### config.mk
export PLATFORM = sky130hd
export DESIGN_NAME = sha256_stream_hasher_flat
export DESIGN_NICKNAME = d
export VERILOG_FILES = /design/src/hw/rtl/sha_pkg.sv /design/src/hw/rtl/sha_in_if.sv /design/src/hw/rtl/sha_out_if.sv /design/src/hw/rtl/sha_dp.sv /design/src/hw/rtl/sha_ctrl.sv /design/src/hw/rtl/sha256_stream_hasher.sv /design/src/flat_wrapper.sv
export SDC_FILE = /design/constraint.sdc
export NUM_CORES = 2
export LEC_CHECK = 0
export BUFFER_PORTS_ARGS = -buffer_cell sky130_fd_sc_hd__buf_4
export CORE_MARGIN = 10
export CORE_UTILIZATION = 50
export CTS_CLUSTER_DIAMETER = 120
export DETAILED_ROUTE_END_ITERATION = 6
export PLACE_DENSITY_LB_ADDON = 0.05
export SETUP_SLACK_MARGIN = 0.02
export SYNTH_ARGS = -nofsm -noshare
export SYNTH_HDL_FRONTEND = slang
export SYNTH_SLANG_ARGS = --single-unit
### constraint.sdc
create_clock -name i_clk -period 38.7 [get_ports i_clk]
set_input_delay 3.87 -clock i_clk [delete_from_list [all_inputs] [get_ports i_clk]]
set_output_delay 3.87 -clock i_clk [all_outputs]
set_load 0.05 [all_outputs]
### src/hw/rtl/sha_pkg.sv
// shared types, constants and tables of the sha-256 stream hasher
`default_nettype none
package sha_pkg;

    localparam logic [5:0] ROUND_LAST = 6'd63;
    localparam logic [5:0] FILL_LAST  = 6'd63;
    localparam logic [5:0] FILL_LEN   = 6'd56;
    localparam logic [2:0] OIDX_LAST  = 3'd7;
    localparam logic [7:0] PAD_MARK   = 8'h80;

    localparam logic [31:0] IV [8] = '{
        32'h6a09e667, 32'hbb67ae85, 32'h3c6ef372, 32'ha54ff53a,
        32'h510e527f, 32'h9b05688c, 32'h1f83d9ab, 32'h5be0cd19
    };

    localparam logic [31:0] K_TAB [64] = '{
        32'h428a2f98, 32'h71374491, 32'hb5c0fbcf, 32'he9b5dba5,
        32'h3956c25b, 32'h59f111f1, 32'h923f82a4, 32'hab1c5ed5,
        32'hd807aa98, 32'h12835b01, 32'h243185be, 32'h550c7dc3,
        32'h72be5d74, 32'h80deb1fe, 32'h9bdc06a7, 32'hc19bf174,
        32'he49b69c1, 32'hefbe4786, 32'h0fc19dc6, 32'h240ca1cc,
        32'h2de92c6f, 32'h4a7484aa, 32'h5cb0a9dc, 32'h76f988da,
        32'h983e5152, 32'ha831c66d, 32'hb00327c8, 32'hbf597fc7,
        32'hc6e00bf3, 32'hd5a79147, 32'h06ca6351, 32'h14292967,
        32'h27b70a85, 32'h2e1b2138, 32'h4d2c6dfc, 32'h53380d13,
        32'h650a7354, 32'h766a0abb, 32'h81c2c92e, 32'h92722c85,
        32'ha2bfe8a1, 32'ha81a664b, 32'hc24b8b70, 32'hc76c51a3,
        32'hd192e819, 32'hd6990624, 32'hf40e3585, 32'h106aa070,
        32'h19a4c116, 32'h1e376c08, 32'h2748774c, 32'h34b0bcb5,
        32'h391c0cb3, 32'h4ed8aa4a, 32'h5b9cca4f, 32'h682e6ff3,
        32'h748f82ee, 32'h78a5636f, 32'h84c87814, 32'h8cc70208,
        32'h90befffa, 32'ha4506ceb, 32'hbef9a3f7, 32'hc67178f2
    };

    typedef enum logic [2:0] {
        S_IDLE,
        S_PRE,
        S_ROUND,
        S_FOLD,
        S_PAD,
        S_OUT
    } t_state;

    typedef enum logic [1:0] {
        BSEL_IN,
        BSEL_MARK,
        BSEL_ZERO,
        BSEL_LEN
    } t_bsel;

    typedef struct packed {
        logic       push;
        t_bsel      bsel;
        logic       add_len;
        logic       pre;
        logic       round;
        logic [5:0] kidx;
        logic       fold;
        logic       load_out;
        logic [2:0] oidx;
        logic       finish;
    } t_cmd;

    typedef struct packed {
        logic [5:0] fill;
        logic       out_free;
    } t_stat;

endpackage
`default_nettype wire

### src/hw/rtl/sha_in_if.sv
// input channel: one optional message byte and an end flag per word
`default_nettype none
interface sha_in_if;
    logic       valid;
    logic       ready;
    logic       has_byte;
    logic [7:0] data_byte;
    logic       is_last;

    modport source (output valid, has_byte, data_byte, is_last, input ready);
    modport sink (input valid, has_byte, data_byte, is_last, output ready);
endinterface
`default_nettype wire

### src/hw/rtl/sha_out_if.sv
// output channel: one digest word with its position per word
`default_nettype none
interface sha_out_if;
    logic        valid;
    logic        ready;
    logic [31:0] digest_word;
    logic [2:0]  word_index;
    logic        last_word;

    modport source (output valid, digest_word, word_index, last_word, input ready);
    modport sink (input valid, digest_word, word_index, last_word, output ready);
endinterface
`default_nettype wire

### src/hw/rtl/sha_dp.sv
// sha-256 datapath: byte packing, schedule window, round unit, chain and output register
`default_nettype none
module sha_dp (
    input  wire logic         i_clk,
    input  wire logic         i_rst_n,
    input  wire sha_pkg::t_cmd i_cmd,
    input  wire logic [7:0]   i_byte,
    input  wire logic         i_out_ready,
    output sha_pkg::t_stat    o_st,
    output logic              o_valid,
    output logic [31:0]       o_word,
    output logic [2:0]        o_idx,
    output logic              o_last
);

    function automatic logic [31:0] ror(input logic [31:0] x, input int n);
        return (x >> n) | (x << (32 - n));
    endfunction

    logic [5:0]  r_fill;
    logic [63:0] r_len;
    logic [23:0] r_asm;
    logic [31:0] r_w [16];
    logic [31:0] r_kw;
    logic [31:0] r_v [8];
    logic [31:0] r_h [8];
    logic        r_ovalid;
    logic [31:0] r_oword;
    logic [2:0]  r_oidx;
    logic        r_olast;

    logic [7:0]  n_byte;
    logic [31:0] n_wnew;
    logic [31:0] n_t1;
    logic [31:0] n_t2;

    always_comb begin
        unique case (i_cmd.bsel)
            sha_pkg::BSEL_IN:   n_byte = i_byte;
            sha_pkg::BSEL_MARK: n_byte = sha_pkg::PAD_MARK;
            sha_pkg::BSEL_ZERO: n_byte = '0;
            sha_pkg::BSEL_LEN:  n_byte = r_len[{~r_fill[2:0], 3'b000} +: 8];
            default:            n_byte = '0;
        endcase
    end

    // next schedule word from the sixteen-word window
    assign n_wnew = r_w[0]
                  + (ror(r_w[1], 7) ^ ror(r_w[1], 18) ^ (r_w[1] >> 3))
                  + r_w[9]
                  + (ror(r_w[14], 17) ^ ror(r_w[14], 19) ^ (r_w[14] >> 10));

    // k plus w comes in pre-added from the previous cycle
    assign n_t1 = r_v[7]
                + (ror(r_v[4], 6) ^ ror(r_v[4], 11) ^ ror(r_v[4], 25))
                + ((r_v[4] & r_v[5]) ^ (~r_v[4] & r_v[6]))
                + r_kw;
    assign n_t2 = (ror(r_v[0], 2) ^ ror(r_v[0], 13) ^ ror(r_v[0], 22))
                + ((r_v[0] & r_v[1]) ^ (r_v[0] & r_v[2]) ^ (r_v[1] & r_v[2]));

    always_ff @(posedge i_clk) begin
        if (!i_rst_n) begin
            r_fill   <= '0;
            r_len    <= '0;
            r_ovalid <= 1'b0;
            for (int i = 0; i < 8; i++) begin
                r_h[i] <= sha_pkg::IV[i];
            end
        end else begin
            if (i_cmd.push) begin
                r_fill <= r_fill + 6'd1;
            end
            if (i_cmd.add_len) begin
                r_len <= r_len + 64'd8;
            end
            if (i_cmd.fold) begin
                for (int i = 0; i < 8; i++) begin
                    r_h[i] <= r_h[i] + r_v[i];
                end
            end
            if (i_cmd.finish) begin
                r_len <= '0;
                for (int i = 0; i < 8; i++) begin
                    r_h[i] <= sha_pkg::IV[i];
                end
            end
            if (i_cmd.load_out) begin
                r_ovalid <= 1'b1;
            end else if (i_out_ready) begin
                r_ovalid <= 1'b0;
            end
        end
    end

    always_ff @(posedge i_clk) begin
        if (i_cmd.push) begin
            r_asm <= {r_asm[15:0], n_byte};
            if (r_fill[1:0] == 2'b11) begin
                for (int i = 0; i < 15; i++) begin
                    r_w[i] <= r_w[i + 1];
                end
                r_w[15] <= {r_asm, n_byte};
            end
        end
        if (i_cmd.pre) begin
            r_kw <= sha_pkg::K_TAB[i_cmd.kidx] + r_w[0];
            for (int i = 0; i < 8; i++) begin
                r_v[i] <= r_h[i];
            end
        end
        if (i_cmd.round) begin
            for (int i = 0; i < 15; i++) begin
                r_w[i] <= r_w[i + 1];
            end
            r_w[15] <= n_wnew;
            r_kw    <= sha_pkg::K_TAB[i_cmd.kidx] + r_w[1];
            r_v[0]  <= n_t1 + n_t2;
            r_v[1]  <= r_v[0];
            r_v[2]  <= r_v[1];
            r_v[3]  <= r_v[2];
            r_v[4]  <= r_v[3] + n_t1;
            r_v[5]  <= r_v[4];
            r_v[6]  <= r_v[5];
            r_v[7]  <= r_v[6];
        end
        if (i_cmd.load_out) begin
            r_oword <= r_h[i_cmd.oidx];
            r_oidx  <= i_cmd.oidx;
            r_olast <= (i_cmd.oidx == sha_pkg::OIDX_LAST);
        end
    end

    assign o_st.fill     = r_fill;
    assign o_st.out_free = !r_ovalid || i_out_ready;
    assign o_valid       = r_ovalid;
    assign o_word        = r_oword;
    assign o_idx         = r_oidx;
    assign o_last        = r_olast;

    a_len_step: assert property (@(posedge i_clk) disable iff (!i_rst_n)
        i_cmd.add_len |=> (r_len == $past(r_len) + 64'd8))
        else $error("length counter did not step by one byte");

    a_load_valid: assert property (@(posedge i_clk) disable iff (!i_rst_n)
        i_cmd.load_out |=> r_ovalid)
        else $error("digest word loaded but not presented");

    a_finish_init: assert property (@(posedge i_clk) disable iff (!i_rst_n)
        i_cmd.finish |=> (r_h[0] == sha_pkg::IV[0] && r_len == '0))
        else $error("chain not restored after digest");

    a_push_vs_round: assert property (@(posedge i_clk) disable iff (!i_rst_n)
        !(i_cmd.push && (i_cmd.round || i_cmd.pre)))
        else $error("byte pushed while the schedule window is in use");

endmodule
`default_nettype wire

### src/hw/rtl/sha_ctrl.sv
// sha-256 controller: input acceptance, padding sequence, rounds and digest readout
`default_nettype none
module sha_ctrl (
    input  wire logic          i_clk,
    input  wire logic          i_rst_n,
    input  wire logic          i_in_valid,
    input  wire logic          i_has_byte,
    input  wire logic          i_is_last,
    input  wire sha_pkg::t_stat i_st,
    output logic               o_in_ready,
    output sha_pkg::t_cmd      o_cmd
);

    sha_pkg::t_state r_state, n_state;
    logic [5:0]      r_rnd, n_rnd;
    logic [2:0]      r_oidx, n_oidx;
    logic            r_padding, n_padding;
    logic            r_first, n_first;
    logic            r_lenph, n_lenph;
    logic            r_done, n_done;

    always_ff @(posedge i_clk) begin
        if (!i_rst_n) begin
            r_state   <= sha_pkg::S_IDLE;
            r_rnd     <= '0;
            r_oidx    <= '0;
            r_padding <= 1'b0;
            r_first   <= 1'b0;
            r_lenph   <= 1'b0;
            r_done    <= 1'b0;
        end else begin
            r_state   <= n_state;
            r_rnd     <= n_rnd;
            r_oidx    <= n_oidx;
            r_padding <= n_padding;
            r_first   <= n_first;
            r_lenph   <= n_lenph;
            r_done    <= n_done;
        end
    end

    always_comb begin
        n_state    = r_state;
        n_rnd      = r_rnd;
        n_oidx     = r_oidx;
        n_padding  = r_padding;
        n_first    = r_first;
        n_lenph    = r_lenph;
        n_done     = r_done;
        o_in_ready = 1'b0;
        o_cmd      = '0;
        o_cmd.bsel = sha_pkg::BSEL_IN;

        unique case (r_state)
            sha_pkg::S_IDLE: begin
                o_in_ready = 1'b1;
                if (i_in_valid) begin
                    o_cmd.push    = i_has_byte;
                    o_cmd.add_len = i_has_byte;
                    n_first       = 1'b1;
                    n_lenph       = 1'b0;
                    n_done        = 1'b0;
                    if (i_has_byte && i_st.fill == sha_pkg::FILL_LAST) begin
                        // full block first, padding after if the message ends here
                        n_state   = sha_pkg::S_PRE;
                        n_padding = i_is_last;
                    end else if (i_is_last) begin
                        n_state   = sha_pkg::S_PAD;
                        n_padding = 1'b1;
                    end
                end
            end
            sha_pkg::S_PRE: begin
                o_cmd.pre  = 1'b1;
                o_cmd.kidx = '0;
                n_rnd      = '0;
                n_state    = sha_pkg::S_ROUND;
            end
            sha_pkg::S_ROUND: begin
                o_cmd.round = 1'b1;
                o_cmd.kidx  = r_rnd + 6'd1;
                n_rnd       = r_rnd + 6'd1;
                if (r_rnd == sha_pkg::ROUND_LAST) begin
                    n_state = sha_pkg::S_FOLD;
                end
            end
            sha_pkg::S_FOLD: begin
                o_cmd.fold = 1'b1;
                if (r_done) begin
                    n_state = sha_pkg::S_OUT;
                    n_oidx  = '0;
                end else if (r_padding) begin
                    n_state = sha_pkg::S_PAD;
                end else begin
                    n_state = sha_pkg::S_IDLE;
                end
            end
            sha_pkg::S_PAD: begin
                o_cmd.push = 1'b1;
                if (r_first) begin
                    o_cmd.bsel = sha_pkg::BSEL_MARK;
                    n_first    = 1'b0;
                end else if (r_lenph || i_st.fill == sha_pkg::FILL_LEN) begin
                    // length bytes fill positions 56 to 63
                    o_cmd.bsel = sha_pkg::BSEL_LEN;
                    n_lenph    = 1'b1;
                end else begin
                    o_cmd.bsel = sha_pkg::BSEL_ZERO;
                end
                if (i_st.fill == sha_pkg::FILL_LAST) begin
                    n_state = sha_pkg::S_PRE;
                    n_done  = !r_first && r_lenph;
                end
            end
            sha_pkg::S_OUT: begin
                if (i_st.out_free) begin
                    o_cmd.load_out = 1'b1;
                    o_cmd.oidx     = r_oidx;
                    n_oidx         = r_oidx + 3'd1;
                    if (r_oidx == sha_pkg::OIDX_LAST) begin
                        o_cmd.finish = 1'b1;
                        n_padding    = 1'b0;
                        n_done       = 1'b0;
                        n_state      = sha_pkg::S_IDLE;
                    end
                end
            end
            default: begin
                n_state = sha_pkg::S_IDLE;
            end
        endcase
    end

    a_pre_round: assert property (@(posedge i_clk) disable iff (!i_rst_n)
        (r_state == sha_pkg::S_PRE) |=> (r_state == sha_pkg::S_ROUND && r_rnd == '0))
        else $error("rounds did not start at round zero");

    a_round_end: assert property (@(posedge i_clk) disable iff (!i_rst_n)
        (r_state == sha_pkg::S_ROUND && r_rnd == sha_pkg::ROUND_LAST)
        |=> (r_state == sha_pkg::S_FOLD))
        else $error("missing chain fold after last round");

    a_pre_block: assert property (@(posedge i_clk) disable iff (!i_rst_n)
        (r_state == sha_pkg::S_PRE) |-> (i_st.fill == '0))
        else $error("compression started on a partial block");

    a_out_end: assert property (@(posedge i_clk) disable iff (!i_rst_n)
        (r_state == sha_pkg::S_OUT && o_cmd.load_out && r_oidx == sha_pkg::OIDX_LAST)
        |=> (r_state == sha_pkg::S_IDLE))
        else $error("no return to idle after final digest word");

endmodule
`default_nettype wire

### src/hw/rtl/sha256_stream_hasher.sv
// sha-256 stream hasher top level
//
//  channel  dir  word                                   handshake
//  i_in     in   has_byte, data_byte[7:0], is_last      valid / ready
//  o_out    out  digest_word[31:0], word_index, last_word valid / ready
//
// one word is taken per cycle while idle; a byte that completes a block
// starts compression: a load step, 64 rounds (one per cycle) and a fold step
// the end flag adds padding at one byte per cycle, one or two compressions,
// then eight digest words at up to one per cycle through the output register
// synchronous active-low reset restores the initial hash values, no clear pass
// output stalls hold the readout; input is not taken while a block is in work
`default_nettype none
module sha256_stream_hasher (
    input  wire logic i_clk,
    input  wire logic i_rst_n,
    sha_in_if.sink    i_in,
    sha_out_if.source o_out
);

    sha_pkg::t_cmd  w_cmd;
    sha_pkg::t_stat w_st;

    sha_ctrl u_ctrl (
        .i_clk      (i_clk),
        .i_rst_n    (i_rst_n),
        .i_in_valid (i_in.valid),
        .i_has_byte (i_in.has_byte),
        .i_is_last  (i_in.is_last),
        .i_st       (w_st),
        .o_in_ready (i_in.ready),
        .o_cmd      (w_cmd)
    );

    sha_dp u_dp (
        .i_clk       (i_clk),
        .i_rst_n     (i_rst_n),
        .i_cmd       (w_cmd),
        .i_byte      (i_in.data_byte),
        .i_out_ready (o_out.ready),
        .o_st        (w_st),
        .o_valid     (o_out.valid),
        .o_word      (o_out.digest_word),
        .o_idx       (o_out.word_index),
        .o_last      (o_out.last_word)
    );

endmodule
`default_nettype wire
### src/flat_wrapper.sv
// flat-port wrapper written by rule: the top's interface ports become plain ports
module sha256_stream_hasher_flat 
  (i_clk, i_rst_n, i_in_valid, i_in_has_byte, i_in_data_byte, i_in_is_last, i_in_ready, o_out_valid, o_out_digest_word, o_out_word_index, o_out_last_word, o_out_ready);
  sha_in_if i_in_i ();
  sha_out_if o_out_i ();
  input  wire logic i_clk;
  input  wire logic i_rst_n;
  input wire logic [$bits(i_in_i.valid)-1:0] i_in_valid;
  input wire logic [$bits(i_in_i.has_byte)-1:0] i_in_has_byte;
  input wire logic [$bits(i_in_i.data_byte)-1:0] i_in_data_byte;
  input wire logic [$bits(i_in_i.is_last)-1:0] i_in_is_last;
  output wire logic [$bits(i_in_i.ready)-1:0] i_in_ready;
  output wire logic [$bits(o_out_i.valid)-1:0] o_out_valid;
  output wire logic [$bits(o_out_i.digest_word)-1:0] o_out_digest_word;
  output wire logic [$bits(o_out_i.word_index)-1:0] o_out_word_index;
  output wire logic [$bits(o_out_i.last_word)-1:0] o_out_last_word;
  input wire logic [$bits(o_out_i.ready)-1:0] o_out_ready;
  assign i_in_i.valid = i_in_valid;
  assign i_in_i.has_byte = i_in_has_byte;
  assign i_in_i.data_byte = i_in_data_byte;
  assign i_in_i.is_last = i_in_is_last;
  assign i_in_ready = i_in_i.ready;
  assign o_out_valid = o_out_i.valid;
  assign o_out_digest_word = o_out_i.digest_word;
  assign o_out_word_index = o_out_i.word_index;
  assign o_out_last_word = o_out_i.last_word;
  assign o_out_i.ready = o_out_ready;
  sha256_stream_hasher u_core (.i_clk(i_clk), .i_rst_n(i_rst_n), .i_in(i_in_i), .o_out(o_out_i));
endmodule
==> results.toml <==
[critical_path]
critical_path_arrival_ns = 9.61
critical_path_peak_fanout = 91
crit_chain = "buf_4, and3_1, nand2b_1, buf_4, nand2_1, buf_4, nand2_4, buf_4, buf_4, buf_4, buf_4"
slowest_delay_ns = 0.94
endpoint_kind = "flip-flop"
critical_path.most_common_cell = "buf_4"
timing.rr.start = "u_core.u_dp.r_v[0][138]$_DFFE_PP_"
timing.reg2reg.setup_slack_ns = 30.51
cp.required_ns = 39.12
critPathSlowestCell = "buf_4"
critPathBufInv = 7
worstSetupPathType = "input pin to flip-flop"
cpLargestDelayFamily = "buffers and inverters"
worst_setup_path_start_kind = "input pin"
critical_path.startpoint = "i_in_valid"

[cells_and_area]
nets_final = 7637
filler_cell_count = 12800
mostFrequentLayoutCell = "nand2_1"
flow.area_growth_from_synthesis_pct = 9.19
finish.cell_count_without_fillers = 9043
layout-drive-gt1-share_pct = 6.57
num_antenna_cells = 0
layout.cell_area.non_filler_um2 = 79100
mostFrequentLayoutCells = "nand2_1 (1,092), edfxtp_1 (988), a21oi_1 (488), o21ai_0 (481), ha_1 (424)"

[global_routing]
grt_first_pass_wirelength_um = 345000
antenna_found_initial = 2
grt_max_degree = 139
globalRouteTotalUtil_pct = 28.6
first_global_vias = 52100
globalRouteOverflowTotal = 0

[route]
route.vias.total = 54100
routed_wl_um = 236000
post_drt_via_cell_ratio = 5.98
initial_drc_count = 4731
wl_per_cell_um = 26.1
drcViolationCount = 2
antenna_left = 0
detailedRoute.firstPassIterationCount = 7

[synthesis]
synth_compound_area_share_pct = 14.7
synth_xor_xnor_area_share_pct = 7.77
ys_dominant_reg_cell = "edfxtp_1"
largest_family_of_logic_cells_by_synthesized_area = "compound AO/OA/AOI/OAI gates"
synth_edf_count = 988
syn_area_um2 = 72500
synth_adder_area_share_pct = 12.0
syn-num-nets = 7702
synthMuxAreaShare_pct = 2.10
seq_area_frac_synth_pct = 46.8
post_synth_and_or_nand_nor_area_fraction_pct = 13.3
asr_flop_ratio_synth_pct = 0
synth_cells = 7098
yosysWarningCount = 0
syn_area_per_cell_um2 = 10.2
ys_seq_elements = 1200
synth_cell_types = 86

[run_status]
run_status = "finished, violations left"
failed_checks = "DRC"

[timing]
finalSetupViolCount = 0
grt_setup_unrepaired = "false"
final.period_utilization_pct = 23.7
max_slew_violation_count = 0
tightest_slew_ns = 1.13
fmax_mhz = 109
max-slew-margin-rel_pct = 24.3
fin_worst_skew_ns = 0.0526
timing.final.hold_violations = 0
post-route-min-period_ns = 9.19
final.setup.tns_ns = 0

[cts]
cts_hold_buf = 0
root_buffer = "clkbuf_16"
cts-buffers-inserted = 137
cts_resized = 0
cts_tree = "done"
clock_tree.htree_level_count = 4
clock_path_buffers = 3
postCtsSetupBuffers = 0
cts_sinks = 1200
clk-insertion-delay-late_ns = 0.80
clkSlewWorstSetupHoldPaths_ns = 0.06

[floorplan]
io_pins = 52
dieArea_um2 = 161000
initial_standard_cell_utilization_of_the_core_pct = 50.4
fp-row-count = 139
fp.dieW_um = 401
coreArea_um2 = 144000
die_h_um = 401

[placed_design]
place_congestion = 0.986
hpwl_um = 173000
io_buffers = 51
placement.cell_area_um2 = 74600
placedCellCount = 8797

[job]
max_cap_viol_count = 0

[worst_hold_path]
hold_path.class = "flip-flop to flip-flop"
hold_start = "u_core.u_dp.r_w[0][143]$_DFFE_PP_"
==> final cells by class <==
cell class | instances | area, um2 | area share, %
Tap cell | 1903 | 2380 | 3.01
Sequential cell | 1200 | 33900 | 42.9
Clock inverter | 74 | 882 | 1.11
Clock buffer | 172 | 3620 | 4.57
Timing Repair Buffer | 117 | 891 | 1.13
Inverter | 319 | 1210 | 1.53
Multi-Input combinational cell | 5258 | 36200 | 45.8
==> per-layer routing <==
metal	part of all wire, %	wire [um]	up-vias	GRT usage (%)
met3	5.3	12500	559	3.99
met2	47	111000	1780	47.1
met4	7.6	17800	2	18.5
met1	40	94500	26400	35.1
met5	0.0064	15	-	0
li1	-	-	25300	-
==> metrics by stage <==
| stage | hold WS [ns] | setup WS (ns) | utilization (%) |
|---|---|---|---|
| 2_1_floorplan | 0.400 | 21.35 | - |
| 3_3_place_gp | 0.400 | 28.73 | 51.9 |
| 3_5_place_dp | 0.405 | 28.61 | 51.9 |
| 4_1_cts | 0.379 | 29.49 | 55.0 |
| 5_1_grt | 0.407 | 29.01 | 55.0 |
| 6_report | 0.381 | 29.51 | 55.0 |
==> logic make-up after synthesis <==
family	count (synthesis)
xor+xnor	643
fa+ha+maj	595
compound gates	1708
simple gates	2187
buf+inv	640
mux	125
flops	1200
==> state kept, by name (all words and copies together), names as in the netlist, 6 cells and up <==
register             cells
u_core.u_ctrl.r_rnd      6
u_core.u_dp.o_word      32
u_core.u_dp.r_asm       24
u_core.u_dp.r_fill       6
u_core.u_dp.r_h        256
u_core.u_dp.r_kw        32
u_core.u_dp.r_len       61
u_core.u_dp.r_v        256
u_core.u_dp.r_w        512
==> worst register-to-register path: cells and delay by family (launching register included) <==
kind,cells,cell delay (ns)
buffers and inverters,4,0.28
AO/OA/AOI/OAI,15,3.65
XOR/XNOR,4,1.03
adder cells (fa/ha/maj),5,2.10
flip-flops,1,0.87
==> Yosys cell counts (11+ instances only) <==
master	number	share of area (%)
clkbuf_1	290	1.5
inv_1	311	1.6
o221ai_1	41	0.50
xor2_1	255	3.1
and4_1	13	0.16
mux2_2	87	1.4
nand2_1	1101	5.7
o31a_1	15	0.18
o21ai_0	481	3.3
o311ai_0	13	0.16
nand4_1	31	0.27
o2111ai_1	11	0.13
a211o_1	12	0.15
or3_1	43	0.37
nor2_1	381	2.0
o31ai_1	30	0.31
nor2b_1	59	0.51
and3_1	52	0.45
a31oi_1	48	0.41
edfxtp_1	988	41
ha_1	424	7.3
xnor2_1	388	4.7
o21a_1	46	0.48
a21o_1	221	2.3
nor3_1	75	0.52
a211oi_1	45	0.47
nand3_1	248	1.7
o22ai_1	22	0.19
a21oi_1	489	3.4
mux4_2	13	0.40
mux2i_1	25	0.35
a311oi_1	18	0.22
dfxtp_1	212	5.9
buf_1	25	0.13
o21bai_1	39	0.40
fa_1	166	4.6
o211ai_1	51	0.53
a221oi_1	14	0.17
nand2b_1	105	0.91
and2_1	28	0.24
a21boi_0	18	0.19
==> path summary, 6_finish.rpt <==
path / end / cells past startpoint
setup reg to reg: u_core.u_dp.r_v[0][31]$_DFFE_PP_ / 28
hold / removal: u_core.u_dp.r_w[0][111]$_DFFE_PP_ / 0
hold reg to reg: u_core.u_dp.r_w[0][111]$_DFFE_PP_ / 0
setup / recovery: u_core.u_dp.r_w[0][151]$_DFFE_PP_ / 11
Power is not shown: default switching activity piles up to over one toggle a cycle in this logic, so the estimate is an artifact.
